[src/sv/pad_pkg.sv]
// ----------------------------------------------------------------------------
// pad_pkg
// Shared widths, codes, types and the square-root step for the point/axis
// distance block.
// ----------------------------------------------------------------------------
package pad_pkg;

    localparam int COORD_W     = 32;
    localparam int FRAC_BITS   = 16;
    localparam int IN_DATA_W   = 3 * COORD_W;
    localparam int DIFF_W      = COORD_W + 1;
    localparam int SQ_W        = 2 * DIFF_W;
    localparam int PROD_W      = DIFF_W + COORD_W;
    localparam int DOT_W       = PROD_W + 1;
    localparam int GUARD_BITS  = 8;
    localparam int UNIT_FRAC   = 30;
    localparam int G_SHIFT     = UNIT_FRAC - GUARD_BITS;
    localparam int G_W         = DOT_W - G_SHIFT;
    localparam int GMAG_W      = 42;
    localparam int GHALF_W     = GMAG_W / 2;
    localparam int G2_W        = 2 * GMAG_W;
    localparam int RAD_W       = SQ_W + 2 * GUARD_BITS;
    localparam int ROOT_W      = RAD_W / 2;
    localparam int REM_W       = ROOT_W + 3;
    localparam int SQRT_STEPS  = ROOT_W;
    localparam int Q_W         = DOT_W - UNIT_FRAC;
    localparam int FIFO_DEPTH  = 4;
    localparam int FIFO_AW     = 2;
    localparam int NORM_ACC_W  = 64;
    localparam int NORM_ROOT_N = NORM_ACC_W / 2;
    localparam int NUM_W       = 61;
    localparam int QUO_W       = 31;
    localparam int CNT_W       = 6;
    localparam int CFG_IDX_W   = 3;

    localparam logic [CFG_IDX_W-1:0] REG_MODE     = 3'd0;
    localparam logic [CFG_IDX_W-1:0] REG_ORIGIN_X = 3'd1;
    localparam logic [CFG_IDX_W-1:0] REG_ORIGIN_Y = 3'd2;
    localparam logic [CFG_IDX_W-1:0] REG_ORIGIN_Z = 3'd3;
    localparam logic [CFG_IDX_W-1:0] REG_AXIS_X   = 3'd4;
    localparam logic [CFG_IDX_W-1:0] REG_AXIS_Y   = 3'd5;
    localparam logic [CFG_IDX_W-1:0] REG_AXIS_Z   = 3'd6;

    localparam logic [1:0] MODE_ORIGIN = 2'd0;
    localparam logic [1:0] MODE_PERP   = 2'd1;
    localparam logic [1:0] MODE_ALONG  = 2'd2;
    localparam logic [1:0] MODE_UNUSED = 2'd3;

    localparam logic signed [COORD_W-1:0] DIST_MAX = {1'b0, {(COORD_W-1){1'b1}}};
    localparam logic signed [COORD_W-1:0] DIST_MIN = {1'b1, {(COORD_W-1){1'b0}}};
    localparam logic signed [COORD_W-1:0] AXIS_Z_RESET = COORD_W'(64'd1 << FRAC_BITS);

    typedef logic signed [DIFF_W-1:0] diff_t;

    typedef struct packed {
        diff_t dx;
        diff_t dy;
        diff_t dz;
        logic  last;
    } item_t;

    typedef struct packed {
        logic signed [COORD_W-1:0] x;
        logic signed [COORD_W-1:0] y;
        logic signed [COORD_W-1:0] z;
    } vec_t;

    typedef struct packed {
        logic signed [COORD_W-1:0] along;
        logic                      along_sat;
        logic                      last;
    } side_t;

    typedef struct packed {
        logic [REM_W-1:0]  rem;
        logic [ROOT_W-1:0] root;
    } sqrt_t;

    typedef enum logic [2:0] {
        NORM_IDLE,
        NORM_SHIFT,
        NORM_SQUARE,
        NORM_ROOT,
        NORM_DIVIDE
    } norm_state_t;

    // one radix-2 digit of the restoring integer square root
    function automatic sqrt_t sqrt_step(input logic [REM_W-1:0]  rem,
                                        input logic [ROOT_W-1:0] root,
                                        input logic [1:0]        pair);
        logic [REM_W-1:0] rs;
        logic [REM_W-1:0] trial;
        sqrt_t            r;
        rs    = {rem[REM_W-3:0], pair};
        trial = {1'b0, root, 2'b01};
        if (rs >= trial) begin
            r.rem  = rs - trial;
            r.root = {root[ROOT_W-2:0], 1'b1};
        end else begin
            r.rem  = rs;
            r.root = {root[ROOT_W-2:0], 1'b0};
        end
        return r;
    endfunction

    function automatic logic [DIFF_W-1:0] diff_mag(input diff_t d);
        return d[DIFF_W-1] ? DIFF_W'(-d) : DIFF_W'(d);
    endfunction

endpackage

[src/sv/pad_norm.sv]
// ----------------------------------------------------------------------------
// pad_norm
// Sequential axis normaliser: align, sum of squares, root, three divides.
// ----------------------------------------------------------------------------
module pad_norm import pad_pkg::*; (
    input  logic aclk,
    input  logic aresetn,
    input  logic restart,
    input  vec_t axis,
    output vec_t unit,
    output logic busy
);

    norm_state_t              state_reg, state_next;
    logic                     stale_reg, stale_next;
    logic [COORD_W-1:0]       mag_reg [3];
    logic [COORD_W-1:0]       mag_next [3];
    logic                     neg_reg [3];
    logic                     neg_next [3];
    logic [CNT_W-1:0]         cnt_reg, cnt_next;
    logic [1:0]               comp_reg, comp_next;
    logic [NORM_ACC_W-1:0]    acc_reg, acc_next;
    sqrt_t                    sq_reg, sq_next;
    logic [NUM_W-1:0]         num_reg, num_next;
    logic [COORD_W-1:0]       drem_reg, drem_next;
    logic [QUO_W-1:0]         quo_reg, quo_next;
    logic signed [COORD_W-1:0] unit_reg [3];
    logic signed [COORD_W-1:0] unit_next [3];

    logic [COORD_W-1:0]       mx;
    logic [COORD_W:0]         r2;
    logic [QUO_W-1:0]         uq;
    logic                     qb;

    always_comb begin
        mx = (mag_reg[0] > mag_reg[1]) ? mag_reg[0] : mag_reg[1];
        if (mag_reg[2] > mx) begin
            mx = mag_reg[2];
        end
    end

    always_comb begin
        state_next = state_reg;
        stale_next = stale_reg;
        mag_next   = mag_reg;
        neg_next   = neg_reg;
        cnt_next   = cnt_reg;
        comp_next  = comp_reg;
        acc_next   = acc_reg;
        sq_next    = sq_reg;
        num_next   = num_reg;
        drem_next  = drem_reg;
        quo_next   = quo_reg;
        unit_next  = unit_reg;
        r2 = {drem_reg, num_reg[NUM_W-1]};
        qb = (r2 >= {1'b0, sq_reg.root[COORD_W-1:0]});
        uq = {quo_reg[QUO_W-2:0], qb};
        if (restart) begin
            stale_next = 1'b1;
            state_next = NORM_IDLE;
        end else begin
            unique case (state_reg)
                NORM_IDLE: begin
                    if (stale_reg) begin
                        mag_next[0] = axis.x[COORD_W-1] ? COORD_W'(-axis.x) : COORD_W'(axis.x);
                        mag_next[1] = axis.y[COORD_W-1] ? COORD_W'(-axis.y) : COORD_W'(axis.y);
                        mag_next[2] = axis.z[COORD_W-1] ? COORD_W'(-axis.z) : COORD_W'(axis.z);
                        neg_next[0] = axis.x[COORD_W-1];
                        neg_next[1] = axis.y[COORD_W-1];
                        neg_next[2] = axis.z[COORD_W-1];
                        unit_next[0] = '0;
                        unit_next[1] = '0;
                        unit_next[2] = '0;
                        stale_next = 1'b0;
                        state_next = NORM_SHIFT;
                    end
                end
                NORM_SHIFT: begin
                    comp_next = '0;
                    acc_next  = '0;
                    if (mx == '0) begin
                        state_next = NORM_IDLE;
                    end else if (mx[COORD_W-1]) begin
                        for (int i = 0; i < 3; i++) begin
                            mag_next[i] = mag_reg[i] >> 1;
                        end
                        state_next = NORM_SQUARE;
                    end else if (!mx[UNIT_FRAC]) begin
                        for (int i = 0; i < 3; i++) begin
                            mag_next[i] = mag_reg[i] << 1;
                        end
                    end else begin
                        state_next = NORM_SQUARE;
                    end
                end
                NORM_SQUARE: begin
                    acc_next = acc_reg + NORM_ACC_W'(mag_reg[comp_reg])
                                       * NORM_ACC_W'(mag_reg[comp_reg]);
                    if (comp_reg == 2'd2) begin
                        cnt_next   = '0;
                        sq_next    = '0;
                        state_next = NORM_ROOT;
                    end else begin
                        comp_next = comp_reg + 2'd1;
                    end
                end
                NORM_ROOT: begin
                    sq_next  = sqrt_step(sq_reg.rem, sq_reg.root,
                                         acc_reg[NORM_ACC_W-1 -: 2]);
                    acc_next = acc_reg << 2;
                    cnt_next = cnt_reg + CNT_W'(1);
                    if (cnt_reg == CNT_W'(NORM_ROOT_N - 1)) begin
                        comp_next  = '0;
                        cnt_next   = '0;
                        num_next   = {mag_reg[0][QUO_W-1:0], {UNIT_FRAC{1'b0}}};
                        drem_next  = '0;
                        quo_next   = '0;
                        state_next = NORM_DIVIDE;
                    end
                end
                NORM_DIVIDE: begin
                    drem_next = qb ? COORD_W'(r2 - {1'b0, sq_reg.root[COORD_W-1:0]})
                                   : r2[COORD_W-1:0];
                    quo_next  = uq;
                    num_next  = num_reg << 1;
                    cnt_next  = cnt_reg + CNT_W'(1);
                    if (cnt_reg == CNT_W'(NUM_W - 1)) begin
                        unit_next[comp_reg] = neg_reg[comp_reg] ? -$signed({1'b0, uq})
                                                                : $signed({1'b0, uq});
                        cnt_next  = '0;
                        drem_next = '0;
                        quo_next  = '0;
                        if (comp_reg == 2'd2) begin
                            state_next = NORM_IDLE;
                        end else begin
                            comp_next = comp_reg + 2'd1;
                            num_next  = {mag_reg[comp_reg + 2'd1][QUO_W-1:0],
                                         {UNIT_FRAC{1'b0}}};
                        end
                    end
                end
                default: begin
                    state_next = NORM_IDLE;
                end
            endcase
        end
    end

    always_ff @(posedge aclk) begin
        if (!aresetn) begin
            state_reg <= NORM_IDLE;
            stale_reg <= 1'b1;
            for (int i = 0; i < 3; i++) begin
                unit_reg[i] <= '0;
            end
        end else begin
            state_reg <= state_next;
            stale_reg <= stale_next;
            unit_reg  <= unit_next;
        end
    end

    always_ff @(posedge aclk) begin
        mag_reg  <= mag_next;
        neg_reg  <= neg_next;
        cnt_reg  <= cnt_next;
        comp_reg <= comp_next;
        acc_reg  <= acc_next;
        sq_reg   <= sq_next;
        num_reg  <= num_next;
        drem_reg <= drem_next;
        quo_reg  <= quo_next;
    end

    assign unit.x = unit_reg[0];
    assign unit.y = unit_reg[1];
    assign unit.z = unit_reg[2];
    assign busy   = stale_reg || (state_reg != NORM_IDLE);

endmodule

[config.mk]
export PLATFORM = sky130hd
export DESIGN_NAME = pad_norm
export DESIGN_NICKNAME = d
export VERILOG_FILES = /design/src/sv/pad_pkg.sv /design/src/sv/pad_norm.sv
export SDC_FILE = /design/constraint.sdc
export NUM_CORES = 2
export LEC_CHECK = 0
export BUFFER_PORTS_ARGS = -buffer_cell sky130_fd_sc_hd__buf_2
export CORE_ASPECT_RATIO = 0.75
export CORE_MARGIN = 2
export CORE_UTILIZATION = 23
export CTS_CLUSTER_SIZE = 20
export DETAILED_ROUTE_END_ITERATION = 8
export GPL_TIMING_DRIVEN = 0
export MAX_ROUTING_LAYER = met4
export PLACE_DENSITY = 0.37
export SLEW_MARGIN = 20
export SYNTH_ARGS = -nofsm -noshare
export SYNTH_HDL_FRONTEND = slang
export SYNTH_SLANG_ARGS = --single-unit
[constraint.sdc]
create_clock -name aclk -period 15.2 [get_ports aclk]
set_clock_uncertainty 0.15 [all_clocks]
set_input_delay 3.04 -clock aclk [delete_from_list [all_inputs] [get_ports aclk]]
set_output_delay 3.04 -clock aclk [all_outputs]
set_load 0.1 [all_outputs]
==> flow_summary.toml <==
[outcome]
outcome = "complete, no violations"

[clock_network]
cts_tree = "built"
cts_buffers = 59
clk_path_buf_depth = 3
post_cts_resized = 0
path_clk_slew_ps = 60
clock_sinks = 447
worstSkewPairLatency_ps = 730
cts_hold_buf = 0
cts-htree-levels = 2
root_buffer = "clkbuf_16"
postCtsSetupBuffers = 0

[global_routing]
grt_overflow = 0
grt_pass1_vias = 47220
grt_max_degree = 49
antenna_found_initial = 19
grt_pass1_wl_um = 346300
grtUsageTotal_pct = 19.50

[floorplan]
io_pins = 196
rows = 158
die_w_um = 579.2
start_util_pct = 23.12
die_h_um = 435.4
fp.dieArea_um2 = 252200
core_area_um2 = 246900

[setup_path]
cp_data_arrival_time_ps = 14060
crit_slowest_cell = "clkinv_1"
startpoint_type = "register"
crit_top_cell = "fa_1"
endpoint_kind = "register"
max_stage_delay_ps = 1170
required_ps = 15440
reg2reg_depth = 31
crit_type = "register to register"
cp_max_fo = 10

[synth]
netlist-cell-type-count = 96
seq_area_frac_synth_pct = 21.76
synth_ff_type = "edfxtp_1"
synth_seq_cells = 447
yosys_warnings = 0
avgSynthCellArea_um2 = 9.399
async_flop_share_pct = 0
synth_nets = 7447
synth_area_um2 = 57080
synthCells = 6073
synth_edf_count = 347

[min_path]
hold_class = "register to register"
hold-path-cell-count = 2

[job]
cap_violations = 0

[route]
drc_errors = 0
first_pass_iters = 5
wl_per_cell_um = 24.64
via_per_inst = 4.734
antenna_left = 0
num_vias = 45910
wl_um = 239000
first_iter_violations = 3997

[layout]
drive_above_1_share_pct = 7.111
final_nets = 7737
fin_cells = 9698
areaGrowthSynthToFinish_pct = 13.92
finish.utilization_pct = 26.34

[timing]
finalWorstSetupSlack_ps = 1376
final.min_clock_period_ps = 13820
fmax_mhz = 72.34
worst_pin_slew_ps = 1312
setup-violations-final = 0
tns_ps = 0
hold_viol_final = 0
rsz0062_at_grt = "false"
slew_viol_final = 0
fin_crit_sh_pct = 90.95
slew_headroom_pct = 12.55

[place]
place_ws_ps = 1686
place_hpwl_um = 194000
post-place-cells = 9582
gpl.final_weighted_congestion = 0.9136
io_buffers = 195
## synthesized netlist by cell type (24+ instances only)
| cell type | n | area [µm²] |
|---|---|---|
| mux2i_1 | 99 | 991.0 |
| o22ai_1 | 24 | 150.1 |
| edfxtp_1 | 347 | 10420 |
| or3_1 | 33 | 206.5 |
| xor2_1 | 73 | 639.4 |
| ha_1 | 392 | 4905 |
| nand2_1 | 837 | 3142 |
| o21ai_0 | 259 | 1296 |
| and3_1 | 53 | 331.6 |
| nand2b_1 | 30 | 187.7 |
| clkbuf_1 | 239 | 897.1 |
| nor2_1 | 510 | 1914 |
| a22oi_1 | 54 | 405.4 |
| o31ai_1 | 50 | 375.4 |
| a31oi_1 | 107 | 669.4 |
| fa_1 | 883 | 17680 |
| nor4_1 | 44 | 275.3 |
| inv_1 | 880 | 3303 |
| nor2b_1 | 44 | 275.3 |
| a21oi_1 | 215 | 1076 |
| dfxtp_1 | 100 | 2002 |
| a211oi_1 | 26 | 195.2 |
| nand4_1 | 38 | 237.7 |
| xnor2_1 | 164 | 1436 |
| and2_1 | 50 | 312.8 |
| nor3_1 | 34 | 170.2 |
| nand3_1 | 69 | 345.3 |
| a21o_1 | 103 | 773.2 |
## per-stage QoR
stage | hold WS, ps | instance area [µm²]
2_1_floorplan | 302.1 | 57080
3_3_place_gp | 281.8 | 62160
3_5_place_dp | 287.1 | 62890
4_1_cts | 300.7 | 65010
5_1_grt | 321.2 | 65020
6_report | 292.9 | 65030
## critical path, delay by kind of cell, from the launching register on
kind                     cells  cell delay [ps]
AND/OR/NAND/NOR              4              960
buffers and inverters        9             4200
XOR/XNOR                     1              200
flip-flops                   1              360
AO/OA/AOI/OAI                8             3200
adder cells (fa/ha/maj)      9             4410
## placed cells by master (no fill, tap or decap), drive strengths merged, types with 103 or more instances in the layout
master  synthesis  final
inv           885    895
fa            883    883
nand2         837    837
nor2          511    511
ha            392    392
edfxtp        347    347
clkbuf        241    313
o21ai         275    275
buf            43    272
a21oi         216    216
xnor2         164    164
a31oi         107    107
a21o          103    103
## logic make-up after synthesis
| kind of cell | after synthesis | share of synthesized area [%] |
|---|---|---|
| AO/OA/AOI/OAI | 1032 | 11.51 |
| XOR/XNOR | 237 | 3.637 |
| adder cells (fa/ha/maj) | 1275 | 39.56 |
| buffers and inverters | 1179 | 7.865 |
| flip-flops | 447 | 21.76 |
| multiplexers | 106 | 1.900 |
| AND/OR/NAND/NOR | 1797 | 13.77 |
## final cells by class
class	count	area [µm²]
multi-input combinational	4447	40320
sequential	447	12420
antenna	5	12.51
inverter	895	3364
timing repair buffer	229	1513
fill	26560	181900
buffer	284	1167
clock buffer	72	1674
clock inverter	39	449.2
tap	3280	4104
## path summary, 6_finish.rpt
path | start | endpoint | slack, ps
max | comp_reg[1] | acc_reg[61] | 1380
min reg2reg | unit[49] | unit[49] | 290
max reg2reg | comp_reg[1] | acc_reg[61] | 1380
min | unit[49] | unit[49] | 290
## per-layer routing
layer	track usage, %	vias up	wire length [µm]
met5	-	-	0
met4	3.000	0	3872
met3	3.726	196	17540
met2	26.51	1526	95160
met1	29.84	23550	122400
li1	-	20640	-
Power is left out: the tool's default activity adds up to more than one toggle a clock period on the data nets, which glitch-free logic cannot reach.
