File: config.mk
export PLATFORM = sky130hd
export DESIGN_NAME = pad_fifo
export DESIGN_NICKNAME = d
export VERILOG_FILES = /design/src/sv/pad_pkg.sv /design/src/sv/pad_fifo.sv
export SDC_FILE = /design/constraint.sdc
export NUM_CORES = 1
export LEC_CHECK = 0
export ABC_AREA = 0
export BUFFER_PORTS_ARGS = -buffer_cell sky130_fd_sc_hd__buf_2
export CAP_MARGIN = 20
export CORE_MARGIN = 8
export CORE_UTILIZATION = 60
export DETAILED_ROUTE_END_ITERATION = 16
export PLACE_DENSITY = 0.87
export SLEW_MARGIN = 5
export SYNTH_ARGS = -nofsm -noshare
export SYNTH_HDL_FRONTEND = slang
export SYNTH_SLANG_ARGS = --single-unit
File: constraint.sdc
create_clock -name aclk -period 5.05 [get_ports aclk]
set_input_delay 0.7575 -clock aclk [delete_from_list [all_inputs] [get_ports aclk]]
set_output_delay 0.7575 -clock aclk [all_outputs]
set_load 0.02 [all_outputs]
File: src/sv/pad_pkg.sv
// ----------------------------------------------------------------------------
// pad_pkg
// Shared widths, codes, types and the square-root step for the point/axis
// distance block.
// ----------------------------------------------------------------------------
package pad_pkg;

    localparam int COORD_W     = 32;
    localparam int FRAC_BITS   = 16;
    localparam int IN_DATA_W   = 3 * COORD_W;
    localparam int DIFF_W      = COORD_W + 1;
    localparam int SQ_W        = 2 * DIFF_W;
    localparam int PROD_W      = DIFF_W + COORD_W;
    localparam int DOT_W       = PROD_W + 1;
    localparam int GUARD_BITS  = 8;
    localparam int UNIT_FRAC   = 30;
    localparam int G_SHIFT     = UNIT_FRAC - GUARD_BITS;
    localparam int G_W         = DOT_W - G_SHIFT;
    localparam int GMAG_W      = 42;
    localparam int GHALF_W     = GMAG_W / 2;
    localparam int G2_W        = 2 * GMAG_W;
    localparam int RAD_W       = SQ_W + 2 * GUARD_BITS;
    localparam int ROOT_W      = RAD_W / 2;
    localparam int REM_W       = ROOT_W + 3;
    localparam int SQRT_STEPS  = ROOT_W;
    localparam int Q_W         = DOT_W - UNIT_FRAC;
    localparam int FIFO_DEPTH  = 4;
    localparam int FIFO_AW     = 2;
    localparam int NORM_ACC_W  = 64;
    localparam int NORM_ROOT_N = NORM_ACC_W / 2;
    localparam int NUM_W       = 61;
    localparam int QUO_W       = 31;
    localparam int CNT_W       = 6;
    localparam int CFG_IDX_W   = 3;

    localparam logic [CFG_IDX_W-1:0] REG_MODE     = 3'd0;
    localparam logic [CFG_IDX_W-1:0] REG_ORIGIN_X = 3'd1;
    localparam logic [CFG_IDX_W-1:0] REG_ORIGIN_Y = 3'd2;
    localparam logic [CFG_IDX_W-1:0] REG_ORIGIN_Z = 3'd3;
    localparam logic [CFG_IDX_W-1:0] REG_AXIS_X   = 3'd4;
    localparam logic [CFG_IDX_W-1:0] REG_AXIS_Y   = 3'd5;
    localparam logic [CFG_IDX_W-1:0] REG_AXIS_Z   = 3'd6;

    localparam logic [1:0] MODE_ORIGIN = 2'd0;
    localparam logic [1:0] MODE_PERP   = 2'd1;
    localparam logic [1:0] MODE_ALONG  = 2'd2;
    localparam logic [1:0] MODE_UNUSED = 2'd3;

    localparam logic signed [COORD_W-1:0] DIST_MAX = {1'b0, {(COORD_W-1){1'b1}}};
    localparam logic signed [COORD_W-1:0] DIST_MIN = {1'b1, {(COORD_W-1){1'b0}}};
    localparam logic signed [COORD_W-1:0] AXIS_Z_RESET = COORD_W'(64'd1 << FRAC_BITS);

    typedef logic signed [DIFF_W-1:0] diff_t;

    typedef struct packed {
        diff_t dx;
        diff_t dy;
        diff_t dz;
        logic  last;
    } item_t;

    typedef struct packed {
        logic signed [COORD_W-1:0] x;
        logic signed [COORD_W-1:0] y;
        logic signed [COORD_W-1:0] z;
    } vec_t;

    typedef struct packed {
        logic signed [COORD_W-1:0] along;
        logic                      along_sat;
        logic                      last;
    } side_t;

    typedef struct packed {
        logic [REM_W-1:0]  rem;
        logic [ROOT_W-1:0] root;
    } sqrt_t;

    typedef enum logic [2:0] {
        NORM_IDLE,
        NORM_SHIFT,
        NORM_SQUARE,
        NORM_ROOT,
        NORM_DIVIDE
    } norm_state_t;

    // one radix-2 digit of the restoring integer square root
    function automatic sqrt_t sqrt_step(input logic [REM_W-1:0]  rem,
                                        input logic [ROOT_W-1:0] root,
                                        input logic [1:0]        pair);
        logic [REM_W-1:0] rs;
        logic [REM_W-1:0] trial;
        sqrt_t            r;
        rs    = {rem[REM_W-3:0], pair};
        trial = {1'b0, root, 2'b01};
        if (rs >= trial) begin
            r.rem  = rs - trial;
            r.root = {root[ROOT_W-2:0], 1'b1};
        end else begin
            r.rem  = rs;
            r.root = {root[ROOT_W-2:0], 1'b0};
        end
        return r;
    endfunction

    function automatic logic [DIFF_W-1:0] diff_mag(input diff_t d);
        return d[DIFF_W-1] ? DIFF_W'(-d) : DIFF_W'(d);
    endfunction

endpackage

File: src/sv/pad_fifo.sv
// ----------------------------------------------------------------------------
// pad_fifo
// Short queue between the front and back halves.
// ----------------------------------------------------------------------------
module pad_fifo import pad_pkg::*; (
    input  logic  aclk,
    input  logic  aresetn,
    input  logic  push,
    input  item_t wr_item,
    input  logic  pop,
    output item_t rd_item,
    output logic  full,
    output logic  empty
);

    item_t              mem_reg [FIFO_DEPTH];
    logic [FIFO_AW-1:0] wr_ptr_reg, wr_ptr_next;
    logic [FIFO_AW-1:0] rd_ptr_reg, rd_ptr_next;
    logic [FIFO_AW:0]   count_reg, count_next;

    assign full    = (count_reg == (FIFO_AW+1)'(FIFO_DEPTH));
    assign empty   = (count_reg == '0);
    assign rd_item = mem_reg[rd_ptr_reg];

    always_comb begin
        wr_ptr_next = push ? wr_ptr_reg + FIFO_AW'(1) : wr_ptr_reg;
        rd_ptr_next = pop  ? rd_ptr_reg + FIFO_AW'(1) : rd_ptr_reg;
        count_next  = count_reg + (FIFO_AW+1)'(push) - (FIFO_AW+1)'(pop);
    end

    always_ff @(posedge aclk) begin
        if (!aresetn) begin
            wr_ptr_reg <= '0;
            rd_ptr_reg <= '0;
            count_reg  <= '0;
        end else begin
            wr_ptr_reg <= wr_ptr_next;
            rd_ptr_reg <= rd_ptr_next;
            count_reg  <= count_next;
        end
    end

    always_ff @(posedge aclk) begin
        if (push) begin
            mem_reg[wr_ptr_reg] <= wr_item;
        end
    end

endmodule

==> flow_summary_export.csv, run 1 <==
group,metric,value,unit
sta,period_share,66.65,%
run_status,status,"finished, final reports clean",
sta,finalSetupViolations,0,
final_layout,drive_gt1_share,45.08,%
sta,final.setup_skew,0.01310,ns
clock_network,cts_setup_buffers,0,
setup_path,critPathCaptureType,"primary output",
final_layout,final_common_cell,"edfxtp_1",
drt,remaining_drc_errors,0,
sta,fin_crit,3.366,ns
logic_synthesis,ys_warn_count,0,
die,start_util,60.32,%
final_layout,mostFrequentLayoutCells,"edfxtp_1, buf_2, mux4_2, clkbuf_16",
global_routing,grt_overflow,0,
drt,drt_wl_total,28610,µm
logic_synthesis,synth_nets,676,
setup_path,cp_slowest_cell,"dfxtp_4",
logic_synthesis,ys_seq_area_share,81.43,%
final_layout,syn_to_final_growth,16.98,%
sta,slew_viol_final,0,
die,io_pins,206,
power_and_ir_drop,irDropWorstVdd,304.9,µV
global_routing,grt_pass1_wl,43680,µm
setup_path,cp_max_fo,32,
setup_path,cp_num_buf_inv,2,
drt,num_vias,6699,
logic_synthesis,syn-cell-area,14970,µm²
setup_path,required,4.29,ns
clock_network,cts-root-buf,"clkbuf_16",
sta,finalSetupTns,0,ns
setup_path,cp_cell_sequence,"buf_4, mux4_2, buf_2",
logic_synthesis,ys_ff_latch,409,
clock_network,clk_pin_slew,0.06,ns
logic_synthesis,ys_types,20,
final_layout,largest_reg_flops,400,
clock_network,cts_tree,"done",
drt,wl_per_cell,24.43,µm
sta,finalHoldViolCount,0,
final_layout,nets,913,
setup_path,start_kind,"flop",
power_and_ir_drop,p_per_area,428.3,nW/µm²
drt,drt_iter0_markers,535,
setup_path,cp.arrival,2.61,ns
sta,max_freq,0.2971,GHz
placed_design,gp_congestion,0.6898,
power_and_ir_drop,power_leakage,0.005910,µW
clock_network,ctsHoldBuffers,0,
clock_network,cts_htree_levels,2,
logic_synthesis,syn_inst,565,
logic_synthesis,syn_area_per_cell,26.50,µm²
flow_run,maxCapViolations,0,
power_and_ir_drop,totalPowerFinal,7502,µW
die,rows,58,
sta,slew_headroom,29.16,%
die,core_area,24820,µm²
worst_hold_path,hold_class,"in2reg",
sta,worstMarginPinSlew,1.063,ns
sta,hold_slack,0.4393,ns
clock_network,clockBufferDepth,3,
global_routing,grt_max_degree,69,
die,die_w,174.0,µm
placed_design,io_buffers,205,
clock_network,cts_buffers,41,
clock_network,cts_resized,0,
drt,antenna_left,0,
setup_path,setup.worst_path.class,"reg2out",
drt,vias_per_cell,5.721,
drt,drt-pass1-iter-count,7,
die,die_h,174.0,µm
sta,rsz0062_at_grt,"false",
die,die_area,30260,µm²
global_routing,grtUsageTotal,18.90,%
setup_path,slowest_delay,0.78,ns
clock_network,clk_latency,0.53,ns
global_routing,antenna_found_initial,7,
global_routing,grt_pass1_vias,7238,
placed_design,dpl.hpwl,17260,µm
clock_network,cts.sinks,409,
setup_path,cp_top_family,"flip-flops",
through the flow:
stage	instance area (µm²)	util (%)	setup slack [ns]	cells
final	17510	70.57	1.684	1171
after global routing	17510	70.56	1.486	1170
after CTS	17500	70.50	1.576	1164
after detailed placement	16270	65.56	2.144	1089
after global placement	16270	65.56	2.181	1089
after floorplan	14970	-	1.514	565
report_power, final:
part / internal [µW] / switching (µW)
combinational: 322 / 450
clock: 1560 / 1200
sequential: 3900 / 71.7
total: 5780 / 1720
cell usage after synthesis:
master	count	share of area (%)
nor2_1	5	0.13
mux2i_1	1	0.067
buf_12	10	1.3
and2_1	6	0.25
xor3_1	1	0.16
fa_1	1	0.13
edfxtp_1	400	80
ha_1	6	0.50
nor3_1	1	0.033
dfxtp_1	9	1.2
nand3b_1	1	0.050
buf_2	10	0.33
xnor2_1	2	0.12
a21oi_1	1	0.033
and3_1	1	0.042
buf_6	1	0.075
mux4_2	100	15
inv_1	7	0.18
buf_1	1	0.025
a21bo_2	1	0.067
routing by layer:
layer / vias up / wire (µm) / GRT usage [%]
li1: 2916 / - / -
met1: 3509 / 11320 / 23.98
met2: 222 / 14950 / 31.98
met3: 50 / 1610 / 4.166
met4: 2 / 712 / 6.733
met5: - / 12 / 0
cell type report:
type / instances / area [µm²]
diodes: 7 / 17.52
clock buffers: 52 / 1067
clock inverters: 23 / 158.9
fillers: 1501 / 7305
inverters: 7 / 26.28
multi-input cells: 127 / 2499
flip-flops and latches: 409 / 12200
well taps: 330 / 412.9
repair buffers: 216 / 1134
path summary, 6_finish.rpt:
check / startpoint / to / slack [ns] / cells after the start
worst max-delay path: flop / rd_item[38] / 1.68 / 3
worst min-delay path: wr_item[0] / mem_reg[1][0]$_DFFE_PP_ / 0.44 / 1
worst max register to register: wr_ptr_reg[0]$_SDFFE_PN0P_ / mem_reg[0][49]$_DFFE_PP_ / 2.83 / 4
worst min register to register: rd_ptr_reg[1]$_SDFFE_PN0P_ / flop / 0.53 / 2
logic make-up (layout without fill, tap and decap cells):
family          after synthesis  count (layout)  share of synthesized area (%)
xor+xnor                      3               3                         0.2758
flops                       409             409                          81.43
buf+inv                      29             298                          1.947
simple gates                 14              14                         0.5015
compound gates                2               2                         0.1003
mux                         101             101                          15.11
other cells                   0               7                              0
fa+ha+maj                     7               7                         0.6351
Note: power is estimated with default switching activity, not from simulation.
==> run 2: changes to the inputs <==
--- a/config.mk
+++ b/config.mk
@@ -9,9 +9,9 @@
 export BUFFER_PORTS_ARGS = -buffer_cell sky130_fd_sc_hd__buf_2
 export CAP_MARGIN = 20
 export CORE_MARGIN = 8
-export CORE_UTILIZATION = 60
+export CORE_UTILIZATION = 57
 export DETAILED_ROUTE_END_ITERATION = 16
-export PLACE_DENSITY = 0.87
+export PLACE_DENSITY = 0.83
 export SLEW_MARGIN = 5
 export SYNTH_ARGS = -nofsm -noshare
 export SYNTH_HDL_FRONTEND = slang
==> constraint.sdc (replaced) <==
create_clock -name aclk -period 3.5 [get_ports aclk]
set_input_delay 0.525 -clock aclk [delete_from_list [all_inputs] [get_ports aclk]]
set_output_delay 0.525 -clock aclk [all_outputs]
set_load 0.02 [all_outputs]
==> flow_summary_export.csv, run 2 (same netlist as run 1, synthesis figures left out) <==
group,metric,value,unit
run_status,status,"finished, final reports clean",
setup_path,critPathCaptureType,"primary output",
placed_design,dpl.hpwl,17850,µm
flow_run,maxCapViolations,0,
final_layout,final_util,68.79,%
clock_network,cts_resized,0,
die,die_area,31710,µm²
sta,fin_crit,2.880,ns
setup_path,cp_top_family,"flip-flops",
clock_network,cts.sinks,409,
setup_path,slowest_delay,0.63,ns
placed_design,gp_congestion,0.7143,
drt,remaining_drc_errors,0,
sta,period_share,82.29,%
clock_network,cts_tree,"done",
sta,finalSetupTns,0,ns
sta,hold_slack,0.2179,ns
die,io_pins,206,
sta,finalHoldViolCount,0,
final_layout,drive_gt1_share,46.67,%
sta,rsz0062_at_grt,"false",
sta,slew_headroom,48.14,%
global_routing,grt_pass1_wl,43610,µm
worst_hold_path,hold_class,"in2reg",
setup_path,cp_max_fo,20,
sta,slew_viol_final,0,
setup_path,cp.arrival,2.36,ns
die,rows,59,
global_routing,grt_max_degree,64,
clock_network,ctsHoldBuffers,0,
drt,drt-pass1-iter-count,5,
sta,finalSetupViolations,0,
placed_design,io_buffers,205,
placed_design,place_inst,1102,
final_layout,mostFrequentLayoutCells,"edfxtp_1, buf_2, mux4_2, clkbuf_16, buf_4",
final_layout,final_area,17820,µm²
clock_network,cts_buffers,40,
setup_path,cp_cell_sequence,"buf_4, mux4_2, buf_2",
drt,wl_per_cell,25.00,µm
worst_hold_path,holdCritStartpoint,"wr_item[23]",
clock_network,cts-root-buf,"clkbuf_16",
drt,vias_per_cell,5.738,
final_layout,fin_cells,1179,
global_routing,grt_pass1_vias,7372,
clock_network,clk_latency,0.52,ns
global_routing,antenna_found_initial,5,
final_layout,final_common_cell,"edfxtp_1",
final_layout,largest_reg_flops,400,
clock_network,cts_setup_buffers,0,
die,core_area,25910,µm²
sta,max_freq,0.3472,GHz
power_and_ir_drop,irDropWorstVdd,743.3,µV
die,die_h,178.1,µm
sta,final.setup_skew,0.01313,ns
drt,num_vias,6765,
clock_network,clk_pin_slew,0.06,ns
drt,drt_wl_total,29480,µm
clock_network,clockBufferDepth,3,
setup_path,start_kind,"flop",
setup_path,cp_slowest_cell,"dfxtp_4",
setup_path,r2r-start,"wr_ptr_reg[0]$_SDFFE_PN0P_",
power_and_ir_drop,power_leakage,0.006064,µW
sta,worstMarginPinSlew,0.7779,ns
drt,antenna_left,0,
setup_path,cp_num_buf_inv,2,
global_routing,grt_overflow,0,
placed_design,dpl-instance-area,16400,µm²
die,start_util,57.78,%
setup_path,setup.worst_path.class,"reg2out",
drt,drt_iter0_markers,497,
clock_network,cts_htree_levels,2,
global_routing,grtUsageTotal,18.44,%
final_layout,nets,920,
setup_path,required,2.97,ns
final_layout,syn_to_final_growth,19.05,%
power_and_ir_drop,p_per_area,640.6,nW/µm²
die,die_w,178.1,µm
==> run 2: cell types whose count changed in the layout (fill, tap and decap cells not counted), moves of 2 or more <==
cell / before / now
bufinv_16: 1 / 9
buf_12: 2 / 7
diode_2: 7 / 4
buf_4: 9 / 12
clkinv_1: 11 / 4
clkinv_8: 2 / 0
clkbuf_1: 11 / 8
==> run 2: area by class of cell <==
cell class	instances	area, µm²
tap	335	419.2
fill	1573	8087
multi-input combinational	127	2499
inverter	7	26.28
timing repair buffer	224	1256
sequential	409	12200
antenna	4	10.01
clock buffer	50	1070
clock inverter	23	345.3
==> run 2: where the power goes <==
part	switching (µW)	leakage, µW	internal, µW	total (µW)
clock	1700	0.000692	2840	4540
sequential	89.1	0.00375	5630	5720
combinational	677	0.00162	484	1160
==> run 2: final timing paths <==
kind	depth (start not counted)	to	slack [ns]
hold reg to reg	2	flop	0.53
setup / recovery	3	rd_item[90]	0.62
hold / removal	1	mem_reg[3][23]$_DFFE_PP_	0.22
setup reg to reg	4	mem_reg[0][61]$_DFFE_PP_	1.59
==> run 2: layer usage <==
| metal | track usage (%) | share of wire [%] | vias to the layer above |
|---|---|---|---|
| li1 | - | - | 2926 |
| met1 | 22.71 | 38 | 3511 |
| met2 | 31.89 | 52 | 264 |
| met3 | 4.403 | 7.2 | 58 |
| met4 | 5.974 | 2.2 | 6 |
| met5 | 0 | 0.12 | - |
==> run 2: metrics by stage <==
stage / worst slack [ns] / power, µW
after global placement: 1.134 / 6955
after floorplan: 0.1767 / 6584
after detailed placement: 1.133 / 6988
after CTS: 0.5450 / 11530
final: 0.6198 / 11420
after global routing: 0.4707 / 11780
==> run 3: changes to the inputs <==
==> constraint.sdc (replaced) <==
create_clock -name aclk -period 2.95 [get_ports aclk]
set_input_delay 0.4425 -clock aclk [delete_from_list [all_inputs] [get_ports aclk]]
set_output_delay 0.4425 -clock aclk [all_outputs]
set_load 0.02 [all_outputs]
==> flow_summary_export.csv, run 3 (same netlist as run 1, synthesis figures left out) <==
group,metric,value,unit
final_layout,final_common_cell,"edfxtp_1",
setup_path,cp.arrival,2.12,ns
drt,remaining_drc_errors,0,
final_layout,mostFrequentLayoutCells,"edfxtp_1, buf_2, mux4_2, clkbuf_16, buf_12",
worst_hold_path,hold_class,"in2reg",
global_routing,antenna_found_initial,4,
sta,finalSetupViolations,0,
die,rows,59,
global_routing,met3_usage,5.631,%
sta,slew_headroom,63.12,%
drt,antenna_left,0,
final_layout,syn_to_final_growth,17.49,%
sta,worstMarginPinSlew,0.5532,ns
setup_path,cp_slowest_cell,"mux4_2",
power_and_ir_drop,seqPwrFrac,53.4,%
global_routing,use_met1,21.96,%
global_routing,grt_max_degree,61,
clock_network,cts-root-buf,"clkbuf_16",
placed_design,io_buffers,205,
placed_design,pre_cts_slack,0.9031,ns
power_and_ir_drop,irDropWorstVdd,582.5,µV
power_and_ir_drop,p_switching,2795,µW
clock_network,clk_pin_slew,0.06,ns
global_routing,grt_most_used_layer,"met2",
global_routing,grt_pass1_vias,7202,
die,core_area,25910,µm²
global_routing,grt_pass1_wl,41360,µm
clock_network,cts_setup_buffers,0,
die,io_pins,206,
sta,max_freq,0.3903,GHz
power_and_ir_drop,power_leakage,0.005937,µW
placed_design,dpl-instance-area,16420,µm²
setup_path,slowest_delay,0.59,ns
sta,slew_viol_final,0,
die,die_h,178.1,µm
flow_run,maxCapViolations,0,
sta,hold_slack,0.1495,ns
sta,finalWorstSetupSlack,0.3879,ns
setup_path,required,2.51,ns
clock_network,ctsHoldBuffers,0,
global_routing,met2_usage,28.44,%
clock_network,cts_resized,0,
drt,vias_per_cell,5.696,
sta,rsz0062_at_grt,"false",
die,die_area,31710,µm²
global_routing,grtUsageTotal,17.22,%
drt,drt-pass1-iter-count,4,
final_layout,largest_reg_flops,400,
sta,final.setup_skew,0.01073,ns
setup_path,cp_max_fo,60,
placed_design,dpl.hpwl,16890,µm
clock_network,cts_buffers,40,
sta,finalHoldViolCount,0,
clock_network,cts_htree_levels,2,
setup_path,critPathCaptureType,"primary output",
drt,drt_wl_total,27290,µm
sta,period_share,86.85,%
final_layout,final_area,17590,µm²
power_and_ir_drop,p_per_area,720.0,nW/µm²
run_status,status,"finished, final reports clean",
sta,fin_crit,2.562,ns
setup_path,cp_top_family,"multiplexers",
drt,wl_per_cell,23.37,µm
power_and_ir_drop,clkPwrFrac,35.7,%
global_routing,grt_overflow,0,
final_layout,drive_gt1_share,45.72,%
setup_path,start_kind,"flop",
drt,drt_iter0_markers,412,
setup_path,cp_num_buf_inv,2,
setup_path,cp_cell_sequence,"buf_12, mux4_2, buf_2",
clock_network,cts_tree,"done",
setup_path,setup.worst_path.class,"reg2out",
die,die_w,178.1,µm
final_layout,nets,916,
clock_network,clockBufferDepth,3,
clock_network,cts.sinks,409,
power_and_ir_drop,sw_frac_of_total,22.06,%
power_and_ir_drop,p_int,9872,µW
power_and_ir_drop,combPwrFrac,10.9,%
die,start_util,57.78,%
clock_network,clk_latency,0.50,ns
placed_design,gp_congestion,0.6999,
sta,finalSetupTns,0,ns
drt,num_vias,6653,
==> run 3: routing by layer <==
layer	vias up	share of wire (%)
met1	3457	39
met4	4	1.3
li1	2914	-
met2	246	50
met5	-	0.081
met3	32	8.6
==> run 3: final timing paths <==
kind	startpoint	end	slack, ns	depth (start not counted)
setup / recovery	flop	rd_item[94]	0.39	3
hold / removal	wr_item[98]	mem_reg[3][98]$_DFFE_PP_	0.15	1
setup reg to reg	wr_ptr_reg[0]$_SDFFE_PN0P_	mem_reg[1][11]$_DFFE_PP_	1.20	3
hold reg to reg	rd_ptr_reg[1]$_SDFFE_PN0P_	flop	0.52	2
==> run 3: area by class of cell <==
cell class                      count  area, µm²
Inverter                            7      26.28
Fill cell                        1538       8320
Sequential cell                   409      12200
Clock inverter                     16      101.3
Antenna cell                        4      10.01
Timing Repair Buffer              220       1276
Clock buffer                       50       1060
Tap cell                          335      419.2
Multi-Input combinational cell    127       2499
==> run 3: power by group through the flow <==
stage | registers [µW] | clock network (µW) | logic [µW]
global route | 6780 | 4860 | 1490
finish | 6760 | 4520 | 1390
CTS | 6770 | 4630 | 1420
floorplan | 6850 | 0 | 944
global placement | 6860 | 0 | 1380
detailed placement | 6880 | 0 | 1410
==> run 3: stage by stage <==
step | utilization [%] | power, µW | cells
2_1_floorplan | - | 7798 | 565
3_3_place_gp | 63.37 | 8247 | 1098
3_5_place_dp | 63.37 | 8295 | 1098
4_1_cts | 67.85 | 12820 | 1164
5_1_grt | 67.87 | 13140 | 1166
6_report | 67.89 | 12670 | 1168
