$ cat src/sv/pad_pkg.sv
// ----------------------------------------------------------------------------
// pad_pkg
// Shared widths, codes, types and the square-root step for the point/axis
// distance block.
// ----------------------------------------------------------------------------
package pad_pkg;

    localparam int COORD_W     = 32;
    localparam int FRAC_BITS   = 16;
    localparam int IN_DATA_W   = 3 * COORD_W;
    localparam int DIFF_W      = COORD_W + 1;
    localparam int SQ_W        = 2 * DIFF_W;
    localparam int PROD_W      = DIFF_W + COORD_W;
    localparam int DOT_W       = PROD_W + 1;
    localparam int GUARD_BITS  = 8;
    localparam int UNIT_FRAC   = 30;
    localparam int G_SHIFT     = UNIT_FRAC - GUARD_BITS;
    localparam int G_W         = DOT_W - G_SHIFT;
    localparam int GMAG_W      = 42;
    localparam int GHALF_W     = GMAG_W / 2;
    localparam int G2_W        = 2 * GMAG_W;
    localparam int RAD_W       = SQ_W + 2 * GUARD_BITS;
    localparam int ROOT_W      = RAD_W / 2;
    localparam int REM_W       = ROOT_W + 3;
    localparam int SQRT_STEPS  = ROOT_W;
    localparam int Q_W         = DOT_W - UNIT_FRAC;
    localparam int FIFO_DEPTH  = 4;
    localparam int FIFO_AW     = 2;
    localparam int NORM_ACC_W  = 64;
    localparam int NORM_ROOT_N = NORM_ACC_W / 2;
    localparam int NUM_W       = 61;
    localparam int QUO_W       = 31;
    localparam int CNT_W       = 6;
    localparam int CFG_IDX_W   = 3;

    localparam logic [CFG_IDX_W-1:0] REG_MODE     = 3'd0;
    localparam logic [CFG_IDX_W-1:0] REG_ORIGIN_X = 3'd1;
    localparam logic [CFG_IDX_W-1:0] REG_ORIGIN_Y = 3'd2;
    localparam logic [CFG_IDX_W-1:0] REG_ORIGIN_Z = 3'd3;
    localparam logic [CFG_IDX_W-1:0] REG_AXIS_X   = 3'd4;
    localparam logic [CFG_IDX_W-1:0] REG_AXIS_Y   = 3'd5;
    localparam logic [CFG_IDX_W-1:0] REG_AXIS_Z   = 3'd6;

    localparam logic [1:0] MODE_ORIGIN = 2'd0;
    localparam logic [1:0] MODE_PERP   = 2'd1;
    localparam logic [1:0] MODE_ALONG  = 2'd2;
    localparam logic [1:0] MODE_UNUSED = 2'd3;

    localparam logic signed [COORD_W-1:0] DIST_MAX = {1'b0, {(COORD_W-1){1'b1}}};
    localparam logic signed [COORD_W-1:0] DIST_MIN = {1'b1, {(COORD_W-1){1'b0}}};
    localparam logic signed [COORD_W-1:0] AXIS_Z_RESET = COORD_W'(64'd1 << FRAC_BITS);

    typedef logic signed [DIFF_W-1:0] diff_t;

    typedef struct packed {
        diff_t dx;
        diff_t dy;
        diff_t dz;
        logic  last;
    } item_t;

    typedef struct packed {
        logic signed [COORD_W-1:0] x;
        logic signed [COORD_W-1:0] y;
        logic signed [COORD_W-1:0] z;
    } vec_t;

    typedef struct packed {
        logic signed [COORD_W-1:0] along;
        logic                      along_sat;
        logic                      last;
    } side_t;

    typedef struct packed {
        logic [REM_W-1:0]  rem;
        logic [ROOT_W-1:0] root;
    } sqrt_t;

    typedef enum logic [2:0] {
        NORM_IDLE,
        NORM_SHIFT,
        NORM_SQUARE,
        NORM_ROOT,
        NORM_DIVIDE
    } norm_state_t;

    // one radix-2 digit of the restoring integer square root
    function automatic sqrt_t sqrt_step(input logic [REM_W-1:0]  rem,
                                        input logic [ROOT_W-1:0] root,
                                        input logic [1:0]        pair);
        logic [REM_W-1:0] rs;
        logic [REM_W-1:0] trial;
        sqrt_t            r;
        rs    = {rem[REM_W-3:0], pair};
        trial = {1'b0, root, 2'b01};
        if (rs >= trial) begin
            r.rem  = rs - trial;
            r.root = {root[ROOT_W-2:0], 1'b1};
        end else begin
            r.rem  = rs;
            r.root = {root[ROOT_W-2:0], 1'b0};
        end
        return r;
    endfunction

    function automatic logic [DIFF_W-1:0] diff_mag(input diff_t d);
        return d[DIFF_W-1] ? DIFF_W'(-d) : DIFF_W'(d);
    endfunction

endpackage

$ cat src/sv/pad_front.sv
// ----------------------------------------------------------------------------
// pad_front
// Input side: takes a point beat and forms its offset from the origin.
// ----------------------------------------------------------------------------
module pad_front import pad_pkg::*; (
    input  logic                 s_tvalid,
    output logic                 s_tready,
    input  logic [IN_DATA_W-1:0] s_tdata,
    input  logic                 s_tlast,
    input  vec_t                 origin,
    input  logic                 norm_busy,
    input  logic                 fifo_full,
    output logic                 push,
    output item_t                push_item
);

    logic signed [COORD_W-1:0] px, py, pz;

    assign px = s_tdata[COORD_W-1:0];
    assign py = s_tdata[2*COORD_W-1:COORD_W];
    assign pz = s_tdata[3*COORD_W-1:2*COORD_W];

    // new points wait while the unit axis is being rebuilt
    assign s_tready = !norm_busy && !fifo_full;
    assign push     = s_tvalid && s_tready;

    assign push_item.dx   = DIFF_W'(px) - DIFF_W'(origin.x);
    assign push_item.dy   = DIFF_W'(py) - DIFF_W'(origin.y);
    assign push_item.dz   = DIFF_W'(pz) - DIFF_W'(origin.z);
    assign push_item.last = s_tlast;

endmodule

$ cat config.mk
export PLATFORM = sky130hd
export DESIGN_NAME = pad_front
export DESIGN_NICKNAME = d
export VERILOG_FILES = /design/src/sv/pad_pkg.sv /design/src/sv/pad_front.sv
export SDC_FILE = /design/constraint.sdc
export NUM_CORES = 1
export LEC_CHECK = 0
export BUFFER_PORTS_ARGS = -buffer_cell sky130_fd_sc_hd__buf_2
export CAP_MARGIN = 10
export CORE_AREA = 5 5 113 115
export DETAILED_ROUTE_END_ITERATION = 7
export DIE_AREA = 0 0 118 120
export PLACE_DENSITY = 0.85
export SKIP_LAST_GASP = 1
export SYNTH_ARGS = -nofsm -noshare
export SYNTH_HDL_FRONTEND = slang
export SYNTH_SLANG_ARGS = --single-unit
$ cat constraint.sdc
create_clock -name vclk -period 5.35
set_input_delay 0.535 -clock vclk [all_inputs]
set_output_delay 0.535 -clock vclk [all_outputs]
set_load 0.02 [all_outputs]
==> impl_metrics.csv, run 1 <==
group,metric,value,unit
sta,finalSetupTns,0,ns
grt,grt_pass1_wl,30300,µm
cells_and_area,syn_to_final_growth,27.9,%
cells_and_area,seq_area,0,µm²
grt,grt_start_max_net_pins,13,
place,dp_hpwl,17100,µm
grt,grt_pass1_vias,6607,
worst_setup_path,crit_family,"compound AO/OA/AOI/OAI gates",
sta,period_needed,3.59,ns
synthesis,synth_compound_area_share,34.4,%
power_and_ir_drop,sequentialPowerShare,0,%
synthesis,postSynthAreaPerCell,6.72,µm²
cells_and_area,antenna_cells,0,
worst_setup_path,cp-startpoint,"s_tdata[0]",
place,place.gp.congestion,0.962,
synthesis,synth_nets,1118,
worst_setup_path,critPathRequiredTime,4.82,ns
clocking,cts_resized,0,
floorplan,core,0.0117,mm²
sta,maxSlewViolCount,0,
worst_setup_path,critPathMaxStageDelay,0.44,ns
floorplan,die_x,118,µm
sta,holdWs,1.07,ns
cells_and_area,fillers,1128,
cells_and_area,multi_input_area,0.00494,mm²
worst_setup_path,crit_path_end_kind,"primary output",
place,io_buffers,296,
worst_setup_path,critPathArrivalTime,3.05,ns
sta,hold_viol,0,
cells_and_area,drive_gt1_share,29.7,%
power_and_ir_drop,sw_frac_of_total,61.3,%
cells_and_area,fin_area,0.00707,mm²
grt,grt_antenna_before_repair,1,
floorplan,row_count,40,
power_and_ir_drop,vdd_drop_max,0.108,mV
synthesis,synth-simple-area-share,18.7,%
cells_and_area,seq_cells,0,
sta,setup_viol,0,
synthesis,synth.area.mux_share,0.181,%
cells_and_area,nets,1390,
power_and_ir_drop,clkPwrFrac,0,%
worst_setup_path,cp_max_fo,3,
floorplan,dieHeight,120,µm
job,maxCapViolCount,0,
route,drt.antenna.violating_nets,0,
route,viasPerCell,5.62,
power_and_ir_drop,comb_power_share,100.0,%
synthesis,synth_xor_area_share,13.3,%
grt,gr-total-overflow,0,
worst_setup_path,path_depth,13,
worst_setup_path,critPathLaunchType,"primary input",
synthesis,synthCells,823,
floorplan,dieArea,0.0142,mm²
clocking,cts_setup_buffers,0,
place,placed_area,0.00707,mm²
synthesis,ys_warn_count,0,
cells_and_area,postLayoutCoreUtil,60.4,%
sta,tightest_slew,0.532,ns
route,dr.first_iter.drc_count,503,
synthesis,synth_top_family_by_area,"compound AO/OA/AOI/OAI gates",
synthesis,synth_area,0.00553,mm²
route,drcViolationCount,0,
sta,finalCritPeriodShare,67.1,%
worst_setup_path,endpoint,"push_item[95]",
route,drt_wl_total,19200,µm
sta,grt_setup_unrepaired,"no",
route,via_count,6963,
status,status,"finished, final reports clean",
clocking,cts_hold_buf,0,
power_and_ir_drop,internal-power,0.449,mW
worst_setup_path,crit_slowest_cell,"a2111o_1",
route,dr.pass1.iters,5,
power_and_ir_drop,p_leak,3.96,nW
min_path,hold_class,"primary input to primary output",
cells_and_area,n_clock_buffer,0,
synthesis,synth_cell_types,69,
worst_setup_path,crit_chain,"buf_2 -> inv_1 -> ha_1 -> fa_1 -> nor2b_1 -> o31a_1 -> o21ai_0 -> a2111o_1 -> nand4b_1 -> nand2_1 -> o21ai_0 -> xor2_1 -> buf_2",
floorplan,io_pins,298,
grt,grt_usage,24.5,%
power_and_ir_drop,p_sw,0.711,mW
power_and_ir_drop,powerDensity,164,mW/mm²
worst_setup_path,crit_buf_inv,3,
sta,slew_headroom,64.0,%
synthesis,synth_fa_ha_area_share,22.8,%
route,wire_per_inst,15.5,µm
synthesis,yosysSeqAreaShare,0,%
floorplan,initial_utilization,47.2,%
worst_setup_path,critPathKind,"primary input to primary output",
sta,max_freq,0.279,GHz
==> cells in the final DEF (no fill, tap or decap), drive strengths merged, types with 16 or more instances in the layout <==
master and instances:
nand4 22, inv 124, a21o 33, nor2b 18, xor2 32, o21ai 54, nand3 16, ha 96
nor2 37, nand2 62, buf 296, xnor2 52, a21oi 96
==> routing by layer <==
layer	global-route usage, %	routed length [µm]	share of wire [%]
met1	28.8	7610	40
met2	45.5	9370	49
met3	4.85	1680	8.8
met4	5.81	532	2.8
met5	0	7	0.036
==> final cells by class <==
| class | instances | share of cell area, % |
|---|---|---|
| Multi-Input combinational cell | 673 | 69.9 |
| Timing Repair Buffer | 296 | 21.0 |
| Tap cell | 147 | 2.60 |
| Inverter | 124 | 6.58 |
==> kinds of logic (layout without fill, tap and decap cells) <==
logic type | after synthesis | in the layout
adders and majority gates | 99 | 99
xor gates and xnor gates | 84 | 84
muxes | 1 | 1
and+or+nand+nor | 205 | 205
AOI/OAI and AO/OA | 284 | 284
buffers and inverters | 150 | 420
==> through the flow <==
stage               setup WS [ns]  std cells  total power [mW]
floorplan                    2.11        823             0.786
global placement             1.88       1240              1.14
detailed placement           1.82       1240              1.15
CTS                          1.80       1240              1.16
global route                 1.54       1240              1.26
finish                       1.76       1240              1.16
==> power groups by stage <==
stage	Combinational [mW]	Sequential, mW	Clock (mW)
finish	1.16	0	0
global route	1.26	0	0
CTS	1.16	0	0
detailed placement	1.15	0	0
global placement	1.14	0	0
floorplan	0.786	0	0
==> synthesized netlist by cell type, types with 4 or more instances <==
| cell type | n | area (µm²) |
|---|---|---|
| o21bai_1 | 14 | 105 |
| and2_1 | 5 | 31.3 |
| nand2b_1 | 7 | 43.8 |
| o21a_1 | 15 | 113 |
| inv_1 | 124 | 465 |
| o211ai_1 | 5 | 37.5 |
| nor4_1 | 6 | 37.5 |
| xor2_1 | 32 | 280 |
| or2_2 | 7 | 43.8 |
| nor2_1 | 37 | 139 |
| nand4_1 | 21 | 131 |
| a31oi_1 | 8 | 50.1 |
| and3_1 | 5 | 31.3 |
| o21ai_0 | 44 | 220 |
| a41oi_1 | 5 | 43.8 |
| nand3_1 | 16 | 80.1 |
| nand2_1 | 62 | 233 |
| nor3_1 | 10 | 50.1 |
| a21oi_1 | 94 | 470 |
| o31a_1 | 4 | 35.0 |
| clkbuf_1 | 16 | 60.1 |
| a21o_1 | 33 | 248 |
| xnor2_1 | 52 | 455 |
| o21ai_1 | 6 | 30.0 |
| buf_4 | 5 | 37.5 |
| nor2b_1 | 18 | 113 |
| buf_2 | 5 | 25.0 |
| ha_1 | 96 | 1200 |
| o2111ai_1 | 4 | 35.0 |
==> worst min-delay path by stage <==
stage / startpoint / end / slack (ns) / cells past startpoint
after floorplan: norm_busy / s_tready / 1.15 / 1
after global placement: s_tlast / push_item[0] / 1.07 / 0
after detailed placement: s_tlast / push_item[0] / 1.07 / 0
after CTS: s_tlast / push_item[0] / 1.07 / 0
after global routing: s_tlast / push_item[0] / 1.07 / 0
final: s_tlast / push_item[0] / 1.07 / 0
No activity file was read; power rests on OpenSTA's default activity.
==> inputs of run 2 (changes only) <==
Settings changed: CORE_AREA 5 5 113 115 to unset, CORE_MARGIN set to 5, CORE_UTILIZATION set to 48, DIE_AREA 0 0 118 120 to unset.
Clock period 5.35 ns to 3.6 ns, I/O delays scaled along.
==> impl_metrics.csv, run 2 (synthesized netlist as in run 1, its figures left out) <==
group,metric,value,unit
sta,maxSlewViolCount,0,
min_path,min_from,"s_tlast",
job,maxCapViolCount,0,
power_and_ir_drop,sequentialPowerShare,0,%
place,place.gp.congestion,0.971,
route,via_count,7017,
sta,finalSetupTns,0,ns
place,dp_slack,0.332,ns
route,viasPerCell,5.67,
grt,gr-total-overflow,0,
floorplan,row_count,39,
cells_and_area,final_common_cell,"buf_2",
clocking,cts_resized,0,
cells_and_area,fillers,1081,
worst_setup_path,cp_max_fo,3,
cells_and_area,stdcell_count,1238,
place,io_buffers,296,
sta,period_needed,3.31,ns
clocking,cts_setup_buffers,0,
power_and_ir_drop,p_leak,3.96,nW
cells_and_area,final_cell_mix,"296 x buf_2, 124 x inv_1, 96 x ha_1, 94 x a21oi_1, 62 x nand2_1",
worst_setup_path,critPathLaunchType,"primary input",
floorplan,core,0.0114,mm²
floorplan,dieArea,0.0138,mm²
floorplan,initial_utilization,48.6,%
sta,max_freq,0.302,GHz
route,drt_wl_total,19200,µm
grt,grt_start_max_net_pins,13,
floorplan,io_pins,298,
cells_and_area,nets,1390,
worst_setup_path,critPathKind,"primary input to primary output",
route,drt.antenna.violating_nets,0,
place,place_inst,1236,
sta,finalCritPeriodShare,91.9,%
floorplan,die_x,117,µm
power_and_ir_drop,internal-power,0.667,mW
grt,grt_pass1_wl,31100,µm
power_and_ir_drop,sw_frac_of_total,61.2,%
floorplan,dieHeight,117,µm
sta,holdWs,0.720,ns
worst_setup_path,critPathArrivalTime,2.95,ns
power_and_ir_drop,vdd_drop_max,0.161,mV
power_and_ir_drop,clkPwrFrac,0,%
sta,grt_setup_unrepaired,"no",
sta,tightest_slew,0.536,ns
place,placed_area,0.00707,mm²
min_path,hold_end,"push_item[0]",
cells_and_area,fin_area,0.00707,mm²
min_path,hold_class,"primary input to primary output",
min_path,worstHoldPathCells,0,
power_and_ir_drop,comb_power_share,100.0,%
cells_and_area,syn_to_final_growth,27.9,%
place,dp_hpwl,17000,µm
cells_and_area,seq_area,0,µm²
cells_and_area,drive_gt1_share,29.7,%
grt,grt_usage,25.6,%
cells_and_area,n_clock_buffer,0,
clocking,cts_hold_buf,0,
sta,worst_slack,0.291,ns
status,status,"finished, final reports clean",
power_and_ir_drop,p_sw,1.05,mW
sta,hold_viol,0,
cells_and_area,seq_cells,0,
route,dr.pass1.iters,7,
power_and_ir_drop,powerDensity,243,mW/mm²
grt,grt_pass1_vias,6899,
route,drcViolationCount,0,
sta,setup_viol,0,
worst_setup_path,critPathRequiredTime,3.24,ns
route,wire_per_inst,15.5,µm
sta,slew_headroom,63.8,%
worst_setup_path,crit_path_end_kind,"primary output",
grt,grt_antenna_before_repair,3,
route,dr.first_iter.drc_count,459,
==> run 2: cell types whose count changed in the layout (fill, tap and decap cells not counted), sizes merged <==
cell | before | now
diode | 0 | 2
==> run 2: metrics by stage <==
step	utilization, %	total power [mW]
after floorplan	-	1.17
after global placement	62.1	1.69
after detailed placement	62.1	1.70
after CTS	62.1	1.71
after global routing	62.2	1.87
final	62.2	1.72
==> run 2: per-layer routing <==
layer / routed length (µm) / global-route usage (%) / vias up / part of all wire (%)
met5: 13 / 0 / - / 0.068
met2: 9460 / 47.8 / 352 / 49
met4: 756 / 8.27 / 2 / 3.9
met3: 1690 / 5.49 / 68 / 8.8
li1: - / - / 3468 / -
met1: 7300 / 28.5 / 3127 / 38
==> run 2: worst max path at each step <==
stage,start,end,slack [ns],depth (start not counted)
floorplan,s_tdata[0],push_item[93],0.71,11
global placement,s_tdata[0],push_item[97],0.45,13
detailed placement,s_tdata[0],push_item[97],0.33,13
CTS,s_tdata[0],push_item[97],0.30,13
global route,s_tdata[0],push_item[93],0.16,13
finish,s_tdata[0],push_item[97],0.29,13
==> run 2: power by group through the flow <==
stage          Combinational, mW  Sequential, mW     Clock, mW
2_1_floorplan               1.17               0             0
5_1_grt                     1.87               0  0.0000000743
3_5_place_dp                1.70               0             0
6_report                    1.72               0  0.0000000743
3_3_place_gp                1.69               0             0
4_1_cts                     1.71               0             0
==> run 2: final cells by class <==
cell class,count,area [µm²],area share (%)
Multi-Input combinational cell,673,4940,69.9
Timing Repair Buffer,296,1480,21.0
Inverter,124,465,6.58
Tap cell,143,179,2.53
Antenna cell,2,5.00,0.0708
==> run 2: critical path: stages <==
cell	delay (ns)
buf_2	0.07
inv_1	0.03
ha_1	0.22
fa_1	0.42
nor2b_1	0.18
o31a_1	0.21
o2111ai_1	0.15
a31oi_1	0.27
a21boi_1	0.14
o21a_1	0.24
o21ai_0	0.30
xor2_1	0.17
buf_2	0.18
==> inputs of run 3 (changes only) <==
Settings changed: ABC_AREA set to 1, CORE_UTILIZATION 48 to 53, PLACE_DENSITY 0.85 to 0.86.
==> impl_metrics.csv, run 3 <==
group,metric,value,unit
power_and_ir_drop,p_sw,1.20,mW
route,via_count,10100,
grt,gr-total-overflow,0,
sta,holdWs,0.720,ns
place,io_buffers,296,
cells_and_area,nets,2269,
worst_setup_path,cp_max_fo,3,
synthesis,yosysSeqAreaShare,0,%
worst_setup_path,critPathLaunchType,"primary input",
power_and_ir_drop,power,1.85,mW
route,drt.antenna.violating_nets,0,
worst_setup_path,crit_top_cell,"nand2_1",
min_path,worstHoldPathCells,0,
grt,grt_antenna_before_repair,3,
cells_and_area,fillers,1509,
sta,worst_slack,1.08,ns
floorplan,io_pins,298,
grt,grt_usage,26.5,%
clocking,cts_hold_buf,0,
place,place.gp.congestion,0.950,
synthesis,synth_cell_types,21,
route,wire_per_inst,11.3,µm
power_and_ir_drop,p_leak,7.23,nW
floorplan,initial_utilization,53.7,%
cells_and_area,seq_area,0,µm²
floorplan,row_count,44,
sta,finalCritPeriodShare,70.0,%
power_and_ir_drop,comb_power_share,100.0,%
cells_and_area,syn_to_final_growth,22.1,%
grt,grt_pass1_vias,8851,
route,drcViolationCount,0,
cells_and_area,drive_gt1_share,16.1,%
route,dr.pass1.iters,5,
worst_setup_path,critPathMaxStageDelay,0.41,ns
worst_setup_path,crit_family,"adder cells",
worst_setup_path,crit_chain,"buf_2 -> inv_1 -> ha_1 -> fa_1 -> inv_1 -> nand2_1 -> nand2_1 -> nand3_1 -> nand2_1 -> nand2_1 -> nand2_2 -> xor2_1 -> buf_2",
power_and_ir_drop,powerDensity,195,mW/mm²
cells_and_area,seq_cells,0,
worst_setup_path,critPathRequiredTime,3.24,ns
floorplan,die_x,131,µm
synthesis,post-synth-top-count-cell,"nand2_1",
route,drt_wl_total,24400,µm
worst_setup_path,crit_buf_inv,4,
worst_setup_path,critPathArrivalTime,2.16,ns
synthesis,synthCells,1678,
grt,grt_pass1_wl,38300,µm
job,maxCapViolCount,0,
sta,tightest_slew,0.345,ns
sta,slew_headroom,77.0,%
synthesis,synth_area_leaders,"nand2_1 36%, inv_1 23%, ha_1 16%",
worst_setup_path,crit_slowest_cell,"fa_1",
place,dp_slack,1.08,ns
grt,grt_start_max_net_pins,8,
cells_and_area,n_clock_buffer,0,
power_and_ir_drop,sw_frac_of_total,65.3,%
synthesis,yosysTopAreaCellShare,36.3,%
floorplan,core,0.0144,mm²
synthesis,postSynthAreaPerCell,4.61,µm²
place,dp_hpwl,22200,µm
power_and_ir_drop,sequentialPowerShare,0,%
power_and_ir_drop,vdd_drop_max,0.154,mV
min_path,hold_class,"primary input to primary output",
synthesis,synth_area,0.00774,mm²
sta,period_needed,2.52,ns
sta,hold_viol,0,
status,status,"finished, final reports clean",
cells_and_area,final_common_cell,"nand2_1",
clocking,cts_setup_buffers,0,
synthesis,ys_warn_count,0,
clocking,cts_resized,0,
power_and_ir_drop,clkPwrFrac,0,%
sta,max_freq,0.397,GHz
cells_and_area,final_cell_mix,"748 x nand2_1, 476 x inv_1, 296 x buf_2, 125 x nor2_1, 96 x ha_1",
route,viasPerCell,4.69,
worst_setup_path,critPathKind,"primary input to primary output",
synthesis,yosysTopAreaCell,"nand2_1",
worst_setup_path,crit_path_end_kind,"primary output",
worst_setup_path,path_depth,13,
synthesis,synth_nets,1973,
sta,finalSetupTns,0,ns
sta,grt_setup_unrepaired,"no",
route,dr.first_iter.drc_count,571,
floorplan,dieArea,0.0171,mm²
power_and_ir_drop,internal-power,0.641,mW
synthesis,synthTopCellsByCount,"748 x nand2_1, 476 x inv_1, 125 x nor2_1",
sta,maxSlewViolCount,0,
sta,setup_viol,0,
floorplan,dieHeight,131,µm
run 3: cell families (layout without fill, tap and decap cells):
family | after synthesis | after routing | share of synthesized area (%)
xor+xnor | 45 | 45 | 5.09
compound gates | 67 | 67 | 4.58
other cells | 0 | 4 | 0
simple gates | 989 | 989 | 50.8
buf+inv | 478 | 772 | 23.3
fa+ha+maj | 99 | 99 | 16.3
run 3: final timing paths:
kind,endpoint,startpoint
hold / removal,push_item[0],s_tlast
setup / recovery,push_item[79],s_tdata[0]
run 3: stage by stage:
step	cells	utilization, %	cell area [µm²]
6_report	2160	65.5	9450
4_1_cts	2156	65.4	9440
2_1_floorplan	1678	-	7740
3_5_place_dp	2156	65.4	9440
5_1_grt	2159	65.5	9440
3_3_place_gp	2156	65.4	9440
run 3: power by group through the flow:
stage               sequential (mW)  combinational (mW)   clock (mW)
finish                            0                1.85  0.000000149
detailed placement                0                1.83            0
global route                      0                2.05  0.000000112
global placement                  0                1.80            0
CTS                               0                1.84            0
floorplan                         0                1.25            0
run 3: per-layer routing:
metal	track usage [%]	vias to the layer above	wire, µm
li1	-	5458	-
met1	34.5	4281	10700
met2	47.8	365	11300
met3	2.07	33	1970
met4	5.81	0	465
met5	0	-	0
run 3: area by class of cell:
class | instances | area [µm²] | area share (%)
Multi-Input combinational cell | 1200 | 5940 | 62.9
Inverter | 476 | 1790 | 18.9
Timing Repair Buffer | 296 | 1480 | 15.7
Tap cell | 184 | 230 | 2.44
Antenna cell | 4 | 10.0 | 0.106
